<file path="src/hdl/frc_pkg.sv">
// ----------------------------------------------------------------------------
// frc_pkg
// Shared widths, constants, reciprocal tables and sideband types for the
// fractional-N PLL rate calculator.
// ----------------------------------------------------------------------------
package frc_pkg;

  localparam int RefW  = 26;
  localparam int FW    = 27;
  localparam int MagW  = 10;
  localparam int ProdW = 36;
  localparam int DivW  = 11;
  localparam int RateW = 31;
  localparam int PdK   = 31;
  localparam int BusK  = 34;
  localparam int PerK  = 33;

  localparam logic [RefW-1:0]  LowRefHz     = 26'd33554432;
  localparam logic [RefW-1:0]  HighRefReset = 26'd26000000;
  localparam logic [3:0]       MinIntFactor = 4'd5;
  localparam logic [1:0]       SelLowOsc    = 2'd1;
  localparam logic [RateW-1:0] RateMax      = 31'h7FFF_FFFF;

  // Ceiling reciprocals scaled by 2**PdK; exact for dividends below 2**27.
  function automatic logic [31:0] pd_recip(input logic [3:0] pd);
    logic [31:0] r;
    unique case (pd)
      4'd0:  r = 32'd2147483648;
      4'd1:  r = 32'd1073741824;
      4'd2:  r = 32'd715827883;
      4'd3:  r = 32'd536870912;
      4'd4:  r = 32'd429496730;
      4'd5:  r = 32'd357913942;
      4'd6:  r = 32'd306783379;
      4'd7:  r = 32'd268435456;
      4'd8:  r = 32'd238609295;
      4'd9:  r = 32'd214748365;
      4'd10: r = 32'd195225787;
      4'd11: r = 32'd178956971;
      4'd12: r = 32'd165191050;
      4'd13: r = 32'd153391690;
      4'd14: r = 32'd143165577;
      default: r = 32'd134217728;
    endcase
    return r;
  endfunction

  // Scaled by 2**BusK; exact for dividends below 2**31.
  function automatic logic [34:0] bus_recip(input logic [2:0] code);
    logic [34:0] r;
    unique case (code)
      3'd0: r = 35'd17179869184;
      3'd1: r = 35'd8589934592;
      3'd2: r = 35'd5726623062;
      3'd3: r = 35'd4294967296;
      3'd4: r = 35'd3435973837;
      3'd5: r = 35'd2863311531;
      3'd6: r = 35'd2454267027;
      default: r = 35'd2147483648;
    endcase
    return r;
  endfunction

  // Scaled by 2**PerK; exact for dividends below 2**31.
  function automatic logic [33:0] per_recip(input logic [1:0] code);
    logic [33:0] r;
    unique case (code)
      2'd0: r = 34'd8589934592;
      2'd1: r = 34'd4294967296;
      2'd2: r = 34'd2863311531;
      default: r = 34'd2147483648;
    endcase
    return r;
  endfunction

  typedef struct packed {
    logic [RateW-1:0] fmi;
    logic             neg;
    logic             pass;
    logic [RefW-1:0]  ref_hz;
    logic [2:0]       busd;
    logic [1:0]       perd;
  } frc_side_t;

  typedef struct packed {
    logic [1:0] ref_select;
    logic       pll_enable;
    logic       pll_bypass;
    logic [3:0] pre_divider;
    logic [9:0] frac_denominator;
    logic [3:0] integer_factor;
    logic [9:0] frac_numerator;
    logic [2:0] bus_divider;
    logic [1:0] periph_divider;
  } frc_req_t;

endpackage

</file>
<file path="src/hdl/frc_back.sv">
// ----------------------------------------------------------------------------
// frc_back
// Combines integer and fraction terms with saturation, then derives the
// bus and peripheral rates by reciprocal multiplication.
// ----------------------------------------------------------------------------
module frc_back (
  input  logic                   clk,
  input  logic                   rst,
  input  logic                   adv,
  input  logic                   in_valid,
  input  logic [35:0]            in_frac,
  input  frc_pkg::frc_side_t     in_side,
  output logic                   out_valid,
  output logic [30:0]            out_main,
  output logic [30:0]            out_bus,
  output logic [30:0]            out_per,
  output logic                   out_clamped
);
  import frc_pkg::*;

  logic signed [37:0] total;
  logic               over;
  logic               under;

  logic               m_valid;
  logic [RateW-1:0]   m_main;
  logic               m_clamped;
  logic [2:0]         m_busd;
  logic [1:0]         m_perd;

  logic               n_valid;
  logic [RateW-1:0]   n_main;
  logic [RateW-1:0]   n_bus;
  logic               n_clamped;
  logic [1:0]         n_perd;

  logic [65:0]        bus_full;
  logic [64:0]        per_full;

  always_comb begin
    if (in_side.neg) begin
      total = $signed({7'd0, in_side.fmi}) - $signed({2'b00, in_frac});
    end else begin
      total = $signed({7'd0, in_side.fmi}) + $signed({2'b00, in_frac});
    end
    under = total < 38'sd0;
    over  = total > $signed({7'd0, RateMax});
  end

  assign bus_full = {35'd0, m_main} * {31'd0, bus_recip(m_busd)};
  assign per_full = {34'd0, n_bus} * {31'd0, per_recip(n_perd)};

  always_ff @(posedge clk) begin
    if (rst) begin
      m_valid   <= 1'b0;
      n_valid   <= 1'b0;
      out_valid <= 1'b0;
    end else if (adv) begin
      m_valid   <= in_valid;
      n_valid   <= m_valid;
      out_valid <= n_valid;
    end
  end

  always_ff @(posedge clk) begin
    if (adv) begin
      priority if (in_side.pass) begin
        m_main    <= {5'd0, in_side.ref_hz};
        m_clamped <= 1'b0;
      end else if (under) begin
        m_main    <= '0;
        m_clamped <= 1'b1;
      end else if (over) begin
        m_main    <= RateMax;
        m_clamped <= 1'b1;
      end else begin
        m_main    <= total[RateW-1:0];
        m_clamped <= 1'b0;
      end
      m_busd <= in_side.busd;
      m_perd <= in_side.perd;

      n_main    <= m_main;
      n_bus     <= bus_full[BusK+RateW-1:BusK];
      n_clamped <= m_clamped;
      n_perd    <= m_perd;

      out_main    <= n_main;
      out_bus     <= n_bus;
      out_per     <= per_full[PerK+RateW-1:PerK];
      out_clamped <= n_clamped;
    end
  end

endmodule

</file>
<file path="config.mk">
export PLATFORM = sky130hd
export DESIGN_NAME = frc_back
export DESIGN_NICKNAME = d
export VERILOG_FILES = /design/src/hdl/frc_pkg.sv /design/src/hdl/frc_back.sv
export SDC_FILE = /design/constraint.sdc
export NUM_CORES = 2
export LEC_CHECK = 0
export ABC_AREA = 1
export BUFFER_PORTS_ARGS = -buffer_cell sky130_fd_sc_hd__buf_2
export CORE_MARGIN = 4
export CORE_UTILIZATION = 30
export DETAILED_ROUTE_END_ITERATION = 10
export PLACE_DENSITY_LB_ADDON = 0.2
export SLEW_MARGIN = 10
export SYNTH_ARGS = -nofsm -noshare
export SYNTH_HDL_FRONTEND = slang
export SYNTH_SLANG_ARGS = --single-unit
</file>
<file path="constraint.sdc">
create_clock -name clk -period 12.43 [get_ports clk]
set_clock_uncertainty 0.15 [all_clocks]
set_input_delay 0.6215 -clock clk [delete_from_list [all_inputs] [get_ports clk]]
set_output_delay 0.6215 -clock clk [all_outputs]
set_load 0.01 [all_outputs]
</file>
==> summary.md <==
| Metric | Value |
|---|---|
| CTS buffer count | 17 |
| Die ar. | 0.1804 mm² |
| Vias | 40080 |
| IO Port Bufs | 198 |
| Post-DRT Antenna Nets | 0 |
| Root buf cell | clkbuf_16 |
| Postcts setup bufs | 0 |
| Area growth, synth to finish | 8.404% |
| Critical Path Start Type | register |
| RSZ-0062 raised after global routing | no |
| Fill count | 18430 |
| Worst-path maximum fanout | 41 |
| Most used DFF post-synth | edfxtp_1 |
| Busiest layer in global routing | met2 |
| CTS tree | yes |
| Async SR Flop Fraction | 0% |
| Vias per cell | 4.667 |
| Crit end category | register |
| Mapped Cells | 6091 |
| # IOs | 199 |
| CP max-delay cell | fa_1 |
| Fin. Hold Viols | 0 |
| # clock sinks | 199 |
| Headroom to the max-slew limit | 38.49% |
| Row count | 152 |
| Clk Latency, worst-skew pair | 0.56 ns |
| Routed len/inst | 22.05 µm |
| Fin. max-slew vios | 0 |
| Initial Utilization | 30.27% |
| Placer Congestion | 0.9780 |
| FF+latch area | 0.005946 mm² |
| Worst Setup Path Type | register to register |
| Worst-case clock buffer depth | 2 |
| First-pass iteration count of the detailed router | 6 |
| Area of the mapped netlist | 0.05211 mm² |
| DRC viols | 0 |
| Layout cell share with drive strength beyond 1 | 4.845% |
| Seq cells post-synth | 199 |
| Worst EP arrival | 9.43 ns |
| Period utilisation layout | 74.79% |
| EDFF count, synth | 196 |
| GRT Util Overall | 21.09% |
| Synth Warn # | 0 |
| Met3 usage in global routing | 2.860% |
| Outcome | complete, no violations |
| Core outline area | 0.1721 mm² |
| Setup-failing EPs final | 0 |
| Setup TNS | 0 ns |
| CP dominant cell by count | fa_1 |
| CTS H-tree lvls | 4 |
| CP Data Required Time | 12.57 ns |
| Die width | 424.8 µm |
| Worst Hold Class | input pin to register |
| Final Routed Wirelength | 189300 µm |
| Overflow after GRT | 0 |
| # hold bufs at CTS | 0 |
| Area of the multi-input gates | 0.03932 mm² |
| Largest net degree at the start of global routing | 109 |
| Global routing usage on met2 | 36.60% |
| DP HPWL | 170400 µm |
| Max-Cap Viols | 0 |
| Slew @ Worst Pin | 0.9225 ns |
| Met1 usage | 27.78% |
| Die height | 424.8 µm |
| Fmax | 0.1076 GHz |
| Clock Pin Slew Worst Setup and Hold Paths | 0.10 ns |
| CTS resizes | 0 |
| Vias in the first global route | 43060 |
| Global-route wire length before repair | 279900 µm |
| Post-Syn Nets | 7848 |
| Max incr delay on CP | 0.71 ns |
| DRT iter0 DRCs | 2866 |
| Post-synth cell types | 52 |
| Antenna violations before repair | 2 |
| Seq/Total Area, Yosys | 11.41% |
| Syn_area_per_cell | 8.555 µm² |
| # nets final | 8019 |
| Tmin final | 9.297 ns |
[stage by stage]
stage	utilization, %	hold WS (ns)	setup slack, ns	cell area [µm²]	instances
4_1_cts	32.82	0.04569	3.230	56480	8585
5_1_grt	32.82	0.07905	2.792	56480	8585
3_3_place_gp	32.48	0.2519	3.237	55900	8553
3_5_place_dp	32.48	0.2545	3.246	55900	8553
2_1_floorplan	-	0.2503	4.622	52110	6091
6_report	32.82	0.09610	3.133	56490	8587
[cells by family after synthesis]
family,after synthesis,share of synthesized area [%]
buf+inv,1808,13.16
simple gates,1768,13.46
fa+ha+maj,1653,54.35
compound gates,566,5.986
flops,199,11.41
xor+xnor,94,1.580
mux,3,0.05763
[area by class of cell]
type / count / area share, %
timing repair buffer: 228 / 2.193
antenna: 2 / 0.008860
clock buffer: 17 / 0.7531
sequential: 199 / 10.53
clock inverter: 15 / 0.2747
inverter: 1732 / 11.51
tap: 2310 / 5.117
multi-input combinational: 4084 / 69.62
[cell usage after synthesis (all sizes together) (4+ instances only)]
cell type	number	area, µm²
nand3	101	515.5
clkinv	5	18.77
and2	5	31.28
nor2	650	2472
a31oi	43	269.0
xor2	70	613.1
ha	636	7958
a21oi	286	1435
a21boi	5	41.29
a211oi	8	60.06
buf	26	165.2
a21o	10	75.07
nand4	20	125.1
nand2	940	3566
nor4	14	87.58
inv	1727	6482
edfxtp	196	5886
xnor2	24	210.2
o21a	20	150.1
nor3	34	190.2
fa	1017	20360
and3	4	25.02
o21bai	22	176.4
clkbuf	50	191.4
o211ai	6	45.04
o21ai	154	770.7
[routing by layer]
metal	up-vias	share of wire [%]
li1	18580	-
met1	20120	43
met2	1175	49
met3	199	5.2
met4	0	2.8
met5	-	0
[path summary, 6_finish.rpt]
path | from | endpoint | slack [ns] | depth (start not counted)
max reg2reg | m_busd[2]$_DFFE_PP_ | n_bus[26]$_DFFE_PP_ | 3.13 | 28
max | m_busd[2]$_DFFE_PP_ | n_bus[26]$_DFFE_PP_ | 3.13 | 28
min | rst | n_valid$_SDFFE_PP0P_ | 0.1 | 2
min reg2reg | m_perd[1]$_DFFE_PP_ | n_perd[1]$_DFFE_PP_ | 0.27 | 0
[registers in the layout (all words and copies together) (netlist names)]
register and flops:
m_main 31, out_clamped 1, n_bus 31, n_clamped 1, out_bus 31, n_valid 1, out_main 31, m_clamped 1
m_busd 3, n_perd 2, m_valid 1, m_perd 2, out_valid 1, n_main 31, out_per 31
[cells in the final DEF, fill, tap and decap left out, types with 21 or more instances in the layout]
master	n
o21bai_1	21
a21oi_1	285
inv_1	1720
xor2_1	70
xnor2_1	24
nor3_1	30
nand3_1	99
edfxtp_1	196
buf_2	197
ha_1	636
nand2_1	926
buf_4	29
o21ai_0	139
fa_1	1017
a31oi_1	43
nor2_1	636
[critical path, delay by kind of cell, from the launching register on]
kind / cells / cell delay (ns)
compound gates: 4 / 0.96
xor+xnor: 1 / 0.16
fa+ha+maj: 9 / 4.51
buf+inv: 8 / 1.80
flops: 1 / 0.33
simple gates: 6 / 1.12
Power is not shown: default switching activity piles up to over one toggle a cycle in this logic, so the estimate is an artifact.
