## src/hdl/frc_pkg.sv

```systemverilog
// ----------------------------------------------------------------------------
// frc_pkg
// Shared widths, constants, reciprocal tables and sideband types for the
// fractional-N PLL rate calculator.
// ----------------------------------------------------------------------------
package frc_pkg;

  localparam int RefW  = 26;
  localparam int FW    = 27;
  localparam int MagW  = 10;
  localparam int ProdW = 36;
  localparam int DivW  = 11;
  localparam int RateW = 31;
  localparam int PdK   = 31;
  localparam int BusK  = 34;
  localparam int PerK  = 33;

  localparam logic [RefW-1:0]  LowRefHz     = 26'd33554432;
  localparam logic [RefW-1:0]  HighRefReset = 26'd26000000;
  localparam logic [3:0]       MinIntFactor = 4'd5;
  localparam logic [1:0]       SelLowOsc    = 2'd1;
  localparam logic [RateW-1:0] RateMax      = 31'h7FFF_FFFF;

  // Ceiling reciprocals scaled by 2**PdK; exact for dividends below 2**27.
  function automatic logic [31:0] pd_recip(input logic [3:0] pd);
    logic [31:0] r;
    unique case (pd)
      4'd0:  r = 32'd2147483648;
      4'd1:  r = 32'd1073741824;
      4'd2:  r = 32'd715827883;
      4'd3:  r = 32'd536870912;
      4'd4:  r = 32'd429496730;
      4'd5:  r = 32'd357913942;
      4'd6:  r = 32'd306783379;
      4'd7:  r = 32'd268435456;
      4'd8:  r = 32'd238609295;
      4'd9:  r = 32'd214748365;
      4'd10: r = 32'd195225787;
      4'd11: r = 32'd178956971;
      4'd12: r = 32'd165191050;
      4'd13: r = 32'd153391690;
      4'd14: r = 32'd143165577;
      default: r = 32'd134217728;
    endcase
    return r;
  endfunction

  // Scaled by 2**BusK; exact for dividends below 2**31.
  function automatic logic [34:0] bus_recip(input logic [2:0] code);
    logic [34:0] r;
    unique case (code)
      3'd0: r = 35'd17179869184;
      3'd1: r = 35'd8589934592;
      3'd2: r = 35'd5726623062;
      3'd3: r = 35'd4294967296;
      3'd4: r = 35'd3435973837;
      3'd5: r = 35'd2863311531;
      3'd6: r = 35'd2454267027;
      default: r = 35'd2147483648;
    endcase
    return r;
  endfunction

  // Scaled by 2**PerK; exact for dividends below 2**31.
  function automatic logic [33:0] per_recip(input logic [1:0] code);
    logic [33:0] r;
    unique case (code)
      2'd0: r = 34'd8589934592;
      2'd1: r = 34'd4294967296;
      2'd2: r = 34'd2863311531;
      default: r = 34'd2147483648;
    endcase
    return r;
  endfunction

  typedef struct packed {
    logic [RateW-1:0] fmi;
    logic             neg;
    logic             pass;
    logic [RefW-1:0]  ref_hz;
    logic [2:0]       busd;
    logic [1:0]       perd;
  } frc_side_t;

  typedef struct packed {
    logic [1:0] ref_select;
    logic       pll_enable;
    logic       pll_bypass;
    logic [3:0] pre_divider;
    logic [9:0] frac_denominator;
    logic [3:0] integer_factor;
    logic [9:0] frac_numerator;
    logic [2:0] bus_divider;
    logic [1:0] periph_divider;
  } frc_req_t;

endpackage

```

## src/hdl/frc_div.sv

```systemverilog
// ----------------------------------------------------------------------------
// frc_div
// Pipelined restoring divider, one quotient bit per stage, for the
// fraction term of the feedback factor.
// ----------------------------------------------------------------------------
module frc_div (
  input  logic                   clk,
  input  logic                   rst,
  input  logic                   adv,
  input  logic                   in_valid,
  input  logic [35:0]            in_num,
  input  logic [10:0]            in_dvs,
  input  frc_pkg::frc_side_t     in_side,
  output logic                   out_valid,
  output logic [35:0]            out_quo,
  output frc_pkg::frc_side_t     out_side
);
  import frc_pkg::*;

  localparam int Steps = ProdW;

  logic              vld  [Steps];
  logic [DivW-1:0]   rem  [Steps];
  logic [ProdW-1:0]  word [Steps];
  logic [DivW-1:0]   dvs  [Steps];
  frc_side_t         side [Steps];

  for (genvar i = 0; i < Steps; i++) begin : g_stage
    logic              cur_vld;
    logic [DivW-1:0]   cur_rem;
    logic [ProdW-1:0]  cur_word;
    logic [DivW-1:0]   cur_dvs;
    frc_side_t         cur_side;
    logic [DivW:0]     trial;
    logic [DivW:0]     diff;
    logic              ge;

    if (i == 0) begin : g_first
      assign cur_vld  = in_valid;
      assign cur_rem  = '0;
      assign cur_word = in_num;
      assign cur_dvs  = in_dvs;
      assign cur_side = in_side;
    end else begin : g_next
      assign cur_vld  = vld[i-1];
      assign cur_rem  = rem[i-1];
      assign cur_word = word[i-1];
      assign cur_dvs  = dvs[i-1];
      assign cur_side = side[i-1];
    end

    assign trial = {cur_rem, cur_word[ProdW-1]};
    assign diff  = trial - {1'b0, cur_dvs};
    assign ge    = trial >= {1'b0, cur_dvs};

    always_ff @(posedge clk) begin
      if (rst) begin
        vld[i] <= 1'b0;
      end else if (adv) begin
        vld[i] <= cur_vld;
      end
    end

    always_ff @(posedge clk) begin
      if (adv) begin
        rem[i]  <= ge ? diff[DivW-1:0] : trial[DivW-1:0];
        word[i] <= {cur_word[ProdW-2:0], ge};
        dvs[i]  <= cur_dvs;
        side[i] <= cur_side;
      end
    end
  end

  assign out_valid = vld[Steps-1];
  assign out_quo   = word[Steps-1];
  assign out_side  = side[Steps-1];

endmodule

```

## config.mk

```make
export PLATFORM = sky130hd
export DESIGN_NAME = frc_div
export DESIGN_NICKNAME = d
export VERILOG_FILES = /design/src/hdl/frc_pkg.sv /design/src/hdl/frc_div.sv
export SDC_FILE = /design/constraint.sdc
export NUM_CORES = 2
export LEC_CHECK = 0
export BUFFER_PORTS_ARGS = -buffer_cell sky130_fd_sc_hd__buf_4
export CAP_MARGIN = 10
export CORE_ASPECT_RATIO = 1.2
export CORE_MARGIN = 2
export CORE_UTILIZATION = 30
export CTS_BUF_LIST = sky130_fd_sc_hd__clkbuf_4 sky130_fd_sc_hd__clkbuf_8
export CTS_CLUSTER_SIZE = 16
export DETAILED_ROUTE_END_ITERATION = 16
export SYNTH_ARGS = -nofsm -noshare
export SYNTH_HDL_FRONTEND = slang
export SYNTH_MEMORY_MAX_BITS = 65536
export SYNTH_SLANG_ARGS = --single-unit
```

## constraint.sdc

```tcl
create_clock -name clk -period 3.36 [get_ports clk]
set_input_delay 0.336 -clock clk [delete_from_list [all_inputs] [get_ports clk]]
set_output_delay 0.336 -clock clk [all_outputs]
set_load 0.005 [all_outputs]
```

==> summary.txt <==
Crit share post-route: 0.891
Number of DRC markers in iteration 0: 3,955
RSZ-0062 raised after global routing: no
Sequential area share after synthesis: 0.848
CTS max path bufs: 4
Max VDD drop: 430 uV
I/O pins: 216
Post-DRT Antenna Nets: 0
Share of flip-flops with an asynchronous set or reset: 0
Per-cell routed wire length: 13.9 um
Gr usage total: 0.0839
Clock Skew: 0.0597 ns
Startpoint types: flop
IO Port Bufs: 215
Multi-input logic area: 0.0213 mm2
Post-Syn Area per Cell: 20.3 um2
Final Setup Violations: 0
Num CTS Buffers: 688
Fill cell count: 48,100
Cell Area, Synth: 0.156 mm2
Core Rows: 290
F_max: 0.334 GHz
Worst hold path type: in2reg
Clock root cell: clkbuf_8
Cell leakage power: 65.2 nW
Relative slew margins: 0.411
Worst Path Required: 4.24 ns
Post-synth EDFFs: 4,406
Setup TNS: 0 ns
Wirelength, routed: 226 mm
Crit path arrival time: 3.87 ns
Die area: 0.526 mm2
Hold Path Stages: 5
Post-Syn Instances: 7,702
Crit Path Category: reg2reg
Proportion of synthesized area in mux cells: 0.0185
Antenna violations before repair: 10
DR DRC count: 0
Fin worst setup slack: 0.365 ns
Setup crit end kind: flop
Largest net degree at the start of global routing: 118
Post-Synth Adder-Cell Area: 0.0354
Die Y: 794 um
Largest family of logic cells by synthesized area: compound AO/OA/AOI/OAI gates
Critical R2R Capture: rem[5][3]
PwrDens: 763 mW/mm2
Initial core utilization: 0.301
Clock Latency Late Sink: 1.19 ns
Worst slew pin tran: 0.883 ns
Crit-path max FO: 12
CTS Sinks: 4,406
Top post-synthesis cells by area: edfxtp_1 85%, ha_1 3.1%, inv_1 1.2%
Yosys cell types: 68
Outcome: complete, no violations
Yosys reg bits: 4,406
Layout cells sized above 1: 0.170
Worst Hold End: rem[0][1]
Syn. warnings: 0
Setup Fix Bufs, Post-CTS: 0
Vias in the first global route: 70,600
Max Cap Viol: 0
Worst-path clk slew: 0.06 ns
R2R depth: 8
Drt pass-1 iters: 5
DP HPWL: 139 mm
Synthesized Nets: 8,238
Global-route wire length before repair: 365 mm
Hold Path Origin: in_dvs[1]
Predominant post-synthesis flop cell: edfxtp_1
Synth top area share: 0.848
Final Wtd Congestion: 0.834
Via count: 67,000
Area grow syn2layout: 17.8%
CTS tree: done
Post-synthesis xor/xnor area fraction: 0.0138
H-Tree Depth: 6
Reg2reg setup slack: 0.36 ns
DIE WIDTH: 662 um
Max-slew violations: 0
Core region area: 0.519 mm2
Final Hold Fails: 0
Dpl ws: 0.373 ns
FF/Latch Area: 0.132 mm2
RR Startpoint: dvs[9][11]
Cell accounting for the most synthesized area: edfxtp_1
Post-Synth Simple-Gate Area: 0.0274
Grt ovf: 0
Compound-Gate Fraction of Synth Area: 0.0414
Nets: 9,452
Minimum clock period: 3.00 ns
Drt via density: 4.11
## through the flow
stage                      util  hold WS, ns  total power [mW]  instance area [um2]  std cells
after floorplan               -        0.400              89.6               156000       7702
after global placement    0.323        0.400              95.5               168000      14900
after detailed placement  0.323        0.405              96.6               168000      14900
after CTS                 0.354       0.0280               143               184000      16300
after global routing      0.354        0.124               148               184000      16300
final                     0.354        0.251               140               184000      16300
## placed cells by master, fill, tap and decap left out, types with 89 or more instances in the layout
master	synthesis	layout
clkbuf_4	0	214
mux2_1	146	146
ha_1	387	387
dlygate4sd3_1	0	227
a21oi_1	286	286
nand2_1	109	109
xnor2_1	160	160
clkbuf_8	0	694
inv_1	478	478
and2_1	89	89
buf_4	27	333
nor2_1	369	369
clkinv_1	0	168
edfxtp_1	4406	4406
## cells by family (layout without fill, tap and decap cells)
group                    Yosys count  after routing
flip-flops                      4406           4406
AO/OA/AOI/OAI                    915            915
AND/OR/NAND/NOR                  892            892
buffers and inverters            574           2328
adder cells (fa/ha/maj)          421            421
multiplexers                     248            248
XOR/XNOR                         246            246
other                              0              4
## power breakdown
part	switching (mW)	leakage [nW]	internal, mW
Combinational	13.7	14.8	11.4
Sequential	2.49	43.1	68.1
Clock	20.3	7.21	24.2
## worst max path at each step
stage / from / endpoint / slack [ns] / depth (start not counted)
2_1_floorplan: dvs[6][11] / rem[3][25] / 0.82 / 9
3_3_place_gp: word[2][71] / rem[2][32] / 0.46 / 9
3_5_place_dp: word[2][71] / rem[2][32] / 0.37 / 9
4_1_cts: word[2][71] / rem[2][32] / 0.36 / 9
5_1_grt: dvs[4][11] / rem[2][23] / 0.23 / 9
6_report: dvs[9][11] / rem[5][3] / 0.36 / 8
## synthesized netlist by cell type, drive strengths merged (35+ instances only)
cell	number
o2111ai	35
o21ai	139
xor2	86
edfxtp	4406
buf	64
nor2b	45
o21a	66
xnor2	160
nor2	369
a21boi	43
nand2b	47
or3	35
a21o	61
a21oi	310
nand3	47
and2	90
mux2	198
mux2i	50
a31oi	37
ha	387
inv	478
nand4	37
nor3	69
nand2	109
## per-layer routing
layer / share of wire / vias to the layer above / GRT usage
met1: 0.41 / 32700 / 0.0993
met5: 0.000035 / - / 0
met3: 0.049 / 656 / 0.0205
met2: 0.50 / 1283 / 0.143
li1: - / 32400 / -
met4: 0.039 / 2 / 0.0391
## final cells by class
| cell class | instances | share of cell area |
|---|---|---|
| clock inverters | 322 | 0.0142 |
| flip-flops and latches | 4406 | 0.720 |
| clock buffers | 908 | 0.0607 |
| diodes | 4 | 0.0000545 |
| inverters | 478 | 0.00976 |
| multi-input cells | 2722 | 0.116 |
| repair buffers | 620 | 0.0325 |
| well taps | 6862 | 0.0467 |
## what timing repair did
action / CTS / global route
hold endpoints to repair: 959 / 0
resized for setup: 0 / 0
hold buffers: 227 / 0
## registers in the layout (all words and copies together) (netlist names)
register  count
dvs         385
word       1296
side       2304
vld          36
rem         385
## critical path, stage by stage (launching register included)
cell	delay (ns)
edfxtp_1	0.40
ha_1	0.23
fa_1	0.41
nand2b_1	0.18
a21oi_2	0.25
a41o_1	0.14
a41oi_1	0.16
o21ai_2	0.58
mux2_1	0.39
(Power assumes the default switching activity.)
