==> src/hdl/frc_pkg.sv <==
// ----------------------------------------------------------------------------
// frc_pkg
// Shared widths, constants, reciprocal tables and sideband types for the
// fractional-N PLL rate calculator.
// ----------------------------------------------------------------------------
package frc_pkg;

  localparam int RefW  = 26;
  localparam int FW    = 27;
  localparam int MagW  = 10;
  localparam int ProdW = 36;
  localparam int DivW  = 11;
  localparam int RateW = 31;
  localparam int PdK   = 31;
  localparam int BusK  = 34;
  localparam int PerK  = 33;

  localparam logic [RefW-1:0]  LowRefHz     = 26'd33554432;
  localparam logic [RefW-1:0]  HighRefReset = 26'd26000000;
  localparam logic [3:0]       MinIntFactor = 4'd5;
  localparam logic [1:0]       SelLowOsc    = 2'd1;
  localparam logic [RateW-1:0] RateMax      = 31'h7FFF_FFFF;

  // Ceiling reciprocals scaled by 2**PdK; exact for dividends below 2**27.
  function automatic logic [31:0] pd_recip(input logic [3:0] pd);
    logic [31:0] r;
    unique case (pd)
      4'd0:  r = 32'd2147483648;
      4'd1:  r = 32'd1073741824;
      4'd2:  r = 32'd715827883;
      4'd3:  r = 32'd536870912;
      4'd4:  r = 32'd429496730;
      4'd5:  r = 32'd357913942;
      4'd6:  r = 32'd306783379;
      4'd7:  r = 32'd268435456;
      4'd8:  r = 32'd238609295;
      4'd9:  r = 32'd214748365;
      4'd10: r = 32'd195225787;
      4'd11: r = 32'd178956971;
      4'd12: r = 32'd165191050;
      4'd13: r = 32'd153391690;
      4'd14: r = 32'd143165577;
      default: r = 32'd134217728;
    endcase
    return r;
  endfunction

  // Scaled by 2**BusK; exact for dividends below 2**31.
  function automatic logic [34:0] bus_recip(input logic [2:0] code);
    logic [34:0] r;
    unique case (code)
      3'd0: r = 35'd17179869184;
      3'd1: r = 35'd8589934592;
      3'd2: r = 35'd5726623062;
      3'd3: r = 35'd4294967296;
      3'd4: r = 35'd3435973837;
      3'd5: r = 35'd2863311531;
      3'd6: r = 35'd2454267027;
      default: r = 35'd2147483648;
    endcase
    return r;
  endfunction

  // Scaled by 2**PerK; exact for dividends below 2**31.
  function automatic logic [33:0] per_recip(input logic [1:0] code);
    logic [33:0] r;
    unique case (code)
      2'd0: r = 34'd8589934592;
      2'd1: r = 34'd4294967296;
      2'd2: r = 34'd2863311531;
      default: r = 34'd2147483648;
    endcase
    return r;
  endfunction

  typedef struct packed {
    logic [RateW-1:0] fmi;
    logic             neg;
    logic             pass;
    logic [RefW-1:0]  ref_hz;
    logic [2:0]       busd;
    logic [1:0]       perd;
  } frc_side_t;

  typedef struct packed {
    logic [1:0] ref_select;
    logic       pll_enable;
    logic       pll_bypass;
    logic [3:0] pre_divider;
    logic [9:0] frac_denominator;
    logic [3:0] integer_factor;
    logic [9:0] frac_numerator;
    logic [2:0] bus_divider;
    logic [1:0] periph_divider;
  } frc_req_t;

endpackage

==> src/hdl/frc_front.sv <==
// ----------------------------------------------------------------------------
// frc_front
// Reference select, pre-divider by reciprocal, and the two products that
// feed the fraction divider and the integer term.
// ----------------------------------------------------------------------------
module frc_front (
  input  logic                   clk,
  input  logic                   rst,
  input  logic                   adv,
  input  logic                   in_valid,
  input  frc_pkg::frc_req_t      in_req,
  input  logic [25:0]            high_ref_hz,
  output logic                   out_valid,
  output logic [35:0]            out_prod,
  output logic [10:0]            out_dvs,
  output frc_pkg::frc_side_t     out_side
);
  import frc_pkg::*;

  // Stage A: captured settings.
  logic              a_valid;
  logic [RefW-1:0]   a_ref;
  logic [31:0]       a_recip;
  logic [3:0]        a_mfi;
  logic [MagW-1:0]   a_mag;
  logic              a_neg;
  logic              a_pass;
  logic [DivW-1:0]   a_dvs;
  logic [2:0]        a_busd;
  logic [1:0]        a_perd;

  // Stage B: pre-divided reference.
  logic              b_valid;
  logic [FW-1:0]     b_f;
  logic [3:0]        b_mfi;
  logic [MagW-1:0]   b_mag;
  logic              b_neg;
  logic              b_pass;
  logic [RefW-1:0]   b_ref;
  logic [DivW-1:0]   b_dvs;
  logic [2:0]        b_busd;
  logic [1:0]        b_perd;

  logic [MagW-1:0]   mag_in;
  logic [58:0]       f_full;

  assign mag_in = in_req.frac_numerator[9] ? (10'h000 - in_req.frac_numerator)
                                           : in_req.frac_numerator;
  assign f_full = {32'd0, a_ref, 1'b0} * {27'd0, a_recip};

  always_ff @(posedge clk) begin
    if (rst) begin
      a_valid <= 1'b0;
      b_valid <= 1'b0;
      out_valid <= 1'b0;
    end else if (adv) begin
      a_valid <= in_valid;
      b_valid <= a_valid;
      out_valid <= b_valid;
    end
  end

  always_ff @(posedge clk) begin
    if (adv) begin
      a_ref   <= (in_req.ref_select == SelLowOsc) ? LowRefHz : high_ref_hz;
      a_recip <= pd_recip(in_req.pre_divider);
      a_mfi   <= (in_req.integer_factor < MinIntFactor) ? MinIntFactor
                                                        : in_req.integer_factor;
      a_mag   <= mag_in;
      a_neg   <= in_req.frac_numerator[9];
      a_pass  <= !in_req.pll_enable || in_req.pll_bypass;
      a_dvs   <= {1'b0, in_req.frac_denominator} + 11'd1;
      a_busd  <= in_req.bus_divider;
      a_perd  <= in_req.periph_divider;

      b_f    <= f_full[PdK+FW-1:PdK];
      b_mfi  <= a_mfi;
      b_mag  <= a_mag;
      b_neg  <= a_neg;
      b_pass <= a_pass;
      b_ref  <= a_ref;
      b_dvs  <= a_dvs;
      b_busd <= a_busd;
      b_perd <= a_perd;

      out_prod        <= {9'd0, b_f} * {26'd0, b_mag};
      out_side.fmi    <= {4'd0, b_f} * {27'd0, b_mfi};
      out_side.neg    <= b_neg;
      out_side.pass   <= b_pass;
      out_side.ref_hz <= b_ref;
      out_side.busd   <= b_busd;
      out_side.perd   <= b_perd;
      out_dvs         <= b_dvs;
    end
  end

endmodule

==> config.mk <==
export PLATFORM = sky130hd
export DESIGN_NAME = frc_front
export DESIGN_NICKNAME = d
export VERILOG_FILES = /design/src/hdl/frc_pkg.sv /design/src/hdl/frc_front.sv
export SDC_FILE = /design/constraint.sdc
export NUM_CORES = 2
export LEC_CHECK = 0
export ABC_AREA = 1
export BUFFER_PORTS_ARGS = -buffer_cell sky130_fd_sc_hd__buf_2
export CORE_MARGIN = 2
export CORE_UTILIZATION = 50
export DETAILED_ROUTE_END_ITERATION = 8
export GPL_ROUTABILITY_DRIVEN = 0
export GPL_TIMING_DRIVEN = 0
export PLACE_DENSITY = 0.67
export SLEW_MARGIN = 30
export SYNTH_ARGS = -nofsm -noshare
export SYNTH_HDL_FRONTEND = slang
export SYNTH_SLANG_ARGS = --single-unit
export TNS_END_PERCENT = 20
==> constraint.sdc <==
create_clock -name clk -period 11.3 [get_ports clk]
set_input_delay 1.695 -clock clk [delete_from_list [all_inputs] [get_ports clk]]
set_output_delay 1.695 -clock clk [all_outputs]
set_load 0.01 [all_outputs]
==> reports/qor.csv <==
stage,metric,value,unit
drt,drt_wl_total,157000,um
yosys,ys_warn_count,0,
floorplanning,dieArea,0.0997,mm2
yosys,syn_area,0.0486,mm2
timing,rsz0062_at_grt,no,
floorplanning,fp.coreArea,0.0964,mm2
cts,cts_inserted_buffers,35,
setup_path,critPathMaxFanout,10,
yosys,syn-num-nets,7107,
yosys,synthCells,5776,
drt,drc,0,
drt,first_pass_iters,8,
final_layout,final_common_cell,inv_1,
final_layout,fin_area,0.0523,mm2
final_layout,syn_to_final_growth,7.71,%
cts,post_cts_resized,0,
global_route,grt_overflow_total,0,
floorplanning,die_h,316,um
floorplanning,initial_core_util,50.4,%
drt,ant_nets,0,
timing,setup_violations,0,
timing,fin_crit,8480,ps
timing,tns,0,ps
timing,fin_skew,17.1,ps
timing,final-hold-violation-count,0,
cts,ctsHoldBuffers,0,
global_route,grt_max_degree,91,
timing,maxSlewViolCount,0,
setup_path,crit_path_start_kind,flop,
yosys,yosys.area.top_type,fa_1,
flow_run,maxCapViolCount,0,
yosys,synth-async-reset-ratio,0,%
setup_path,crit_path_end_kind,flop,
final_layout,n_antenna_cell,0,
yosys,yosys-top-cells-area,"fa_1 40%, edfxtp_1 17%, inv_1 14%",
yosys,seq_area_frac_synth,17.3,%
setup_path,arrival,8830,ps
timing,max_clock_freq,118,MHz
yosys,synth_top_area_share,39.5,%
yosys,yosysUniqueCellTypes,43,
drt,wire_per_inst,21.5,um
drt,vias_per_cell,5.28,
yosys,synth-seq-cells,281,
placement,port_buffers,177,
final_layout,drive_above_1_share,4.63,%
outcome,run_status,finished clean,
worst_hold_path,hold_path_class,flop to flop,
floorplanning,fp.dieW,316,um
floorplanning,fp-row-count,114,
final_layout,final_cell_mix,"1785 x inv_1, 1459 x nand2_1, 959 x fa_1, 305 x ha_1, 278 x edfxtp_1",
cts,cts-root-buf,clkbuf_16,
final_layout,fillCellCount,9051,
global_route,antenna_found_initial,4,
global_route,grt_use_total,32.4,%
cts,post_cts_buffers,0,
timing,relSlewSlack,16.4,%
global_route,grt_pass1_wl,236000,um
cts,cts_max_level,2,
cts,clkLatencyLatePin,590,ps
drt,num_vias,38600,
timing,worst_pin_slew,1250,ps
global_route,grt_pass1_vias,40400,
cts,path_clk_slew,60,ps
cts,clock_path_buffers,3,
cts,cts_tree,done,
drt,drt_iter0_markers,3758,
yosys,synth_edf_count,278,
placement,placed_area,0.0512,mm2
yosys,synth_flop_cell,edfxtp_1,
setup_path,crit_required,11650,ps
setup_path,crit_type,flop to flop,
cts,cts_sinks,281,
yosys,synth_area_per_cell,8.41,um2
timing,fin_crit_sh,75.0,%
final_layout,final_nets,7325,
floorplanning,pin_count,179,
placement,dp_hpwl,127000,um
-- kinds of logic (layout without fill, tap and decap cells) --
family	Yosys count	count (layout)	synth area share, %
buffers and inverters	1986	2230	15.4
xor gates and xnor gates	80	80	1.44
adders and majority gates	1264	1264	47.4
AOI/OAI and AO/OA	308	308	3.51
and+or+nand+nor	1857	1857	15.0
DFF	281	281	17.3
-- stage by stage --
step | hold WS (ps) | util [%] | instances | worst slack, ps
2_1_floorplan | 400 | - | 5776 | 5260
3_3_place_gp | 400 | 53.0 | 7229 | 3240
3_5_place_dp | 405 | 53.1 | 7232 | 3200
4_1_cts | 413 | 54.2 | 7295 | 3190
5_1_grt | 415 | 54.3 | 7296 | 2810
6_report | 412 | 54.3 | 7296 | 2820
-- per-layer routing --
metal	wire [um]	up-vias	GRT usage, %
met3	18200	650	10.7
li1	-	17000	-
met2	70800	2144	51.6
met1	54500	18800	37.5
met4	13000	6	21.1
met5	42	-	0.616
-- critical path, stage by stage (launching register included) --
cell	delay, ps
edfxtp_1	320
clkbuf_1	820
clkbuf_1	890
nand2_1	300
inv_1	170
fa_1	510
fa_1	550
inv_1	70
fa_1	500
fa_1	530
fa_1	510
inv_1	50
fa_1	470
inv_1	50
fa_1	690
inv_1	90
ha_1	370
nand2_1	110
nor2_1	140
inv_1	80
nor2_1	340
nand2_1	130
nor3_1	170
nand2_1	170
nand4_1	130
nand2_1	50
-- final timing paths --
| kind | to | depth (start not counted) | slack [ps] | from |
|---|---|---|---|---|
| hold reg to reg | out_side[13] | 0 | 410 | b_ref[8] |
| setup reg to reg | b_f[17] | 25 | 2820 | a_recip[2] |
| hold / removal | out_side[13] | 0 | 410 | b_ref[8] |
| setup / recovery | b_f[17] | 25 | 2820 | a_recip[2] |
-- final cells by class --
class,count,area (um2),share of cell area [%]
Tap cell,1276,1600,3.05
Clock buffer,41,920,1.76
Timing Repair Buffer,181,990,1.89
Sequential cell,281,8410,16.1
Buffer,199,779,1.49
Multi-Input combinational cell,3509,32700,62.5
Inverter,1787,6710,12.8
Clock inverter,22,204,0.390
-- synth_stat cells, types with 20 or more instances --
master	instances
clkbuf_1	195
ha_1	305
o21bai_1	20
inv_1	1785
nand3_1	91
edfxtp_1	278
nand4_1	31
xor2_1	62
o21ai_0	87
nor2_1	219
nor3_1	23
a21oi_1	152
fa_1	959
nand2_1	1459
-- flip-flops by register name, indices dropped and copies added, names as in the netlist, 4 cells and up --
| name | flops |
|---|---|
| a_recip | 24 |
| a_dvs | 11 |
| b_dvs | 11 |
| a_ref | 26 |
| b_mfi | 4 |
| b_mag | 10 |
| out_dvs | 11 |
| b_ref | 26 |
| a_mfi | 4 |
| out_side | 64 |
| a_mag | 10 |
| b_f | 27 |
| out_prod | 36 |
Power is not shown: default switching activity piles up to over one toggle a cycle in this logic, so the estimate is an artifact.
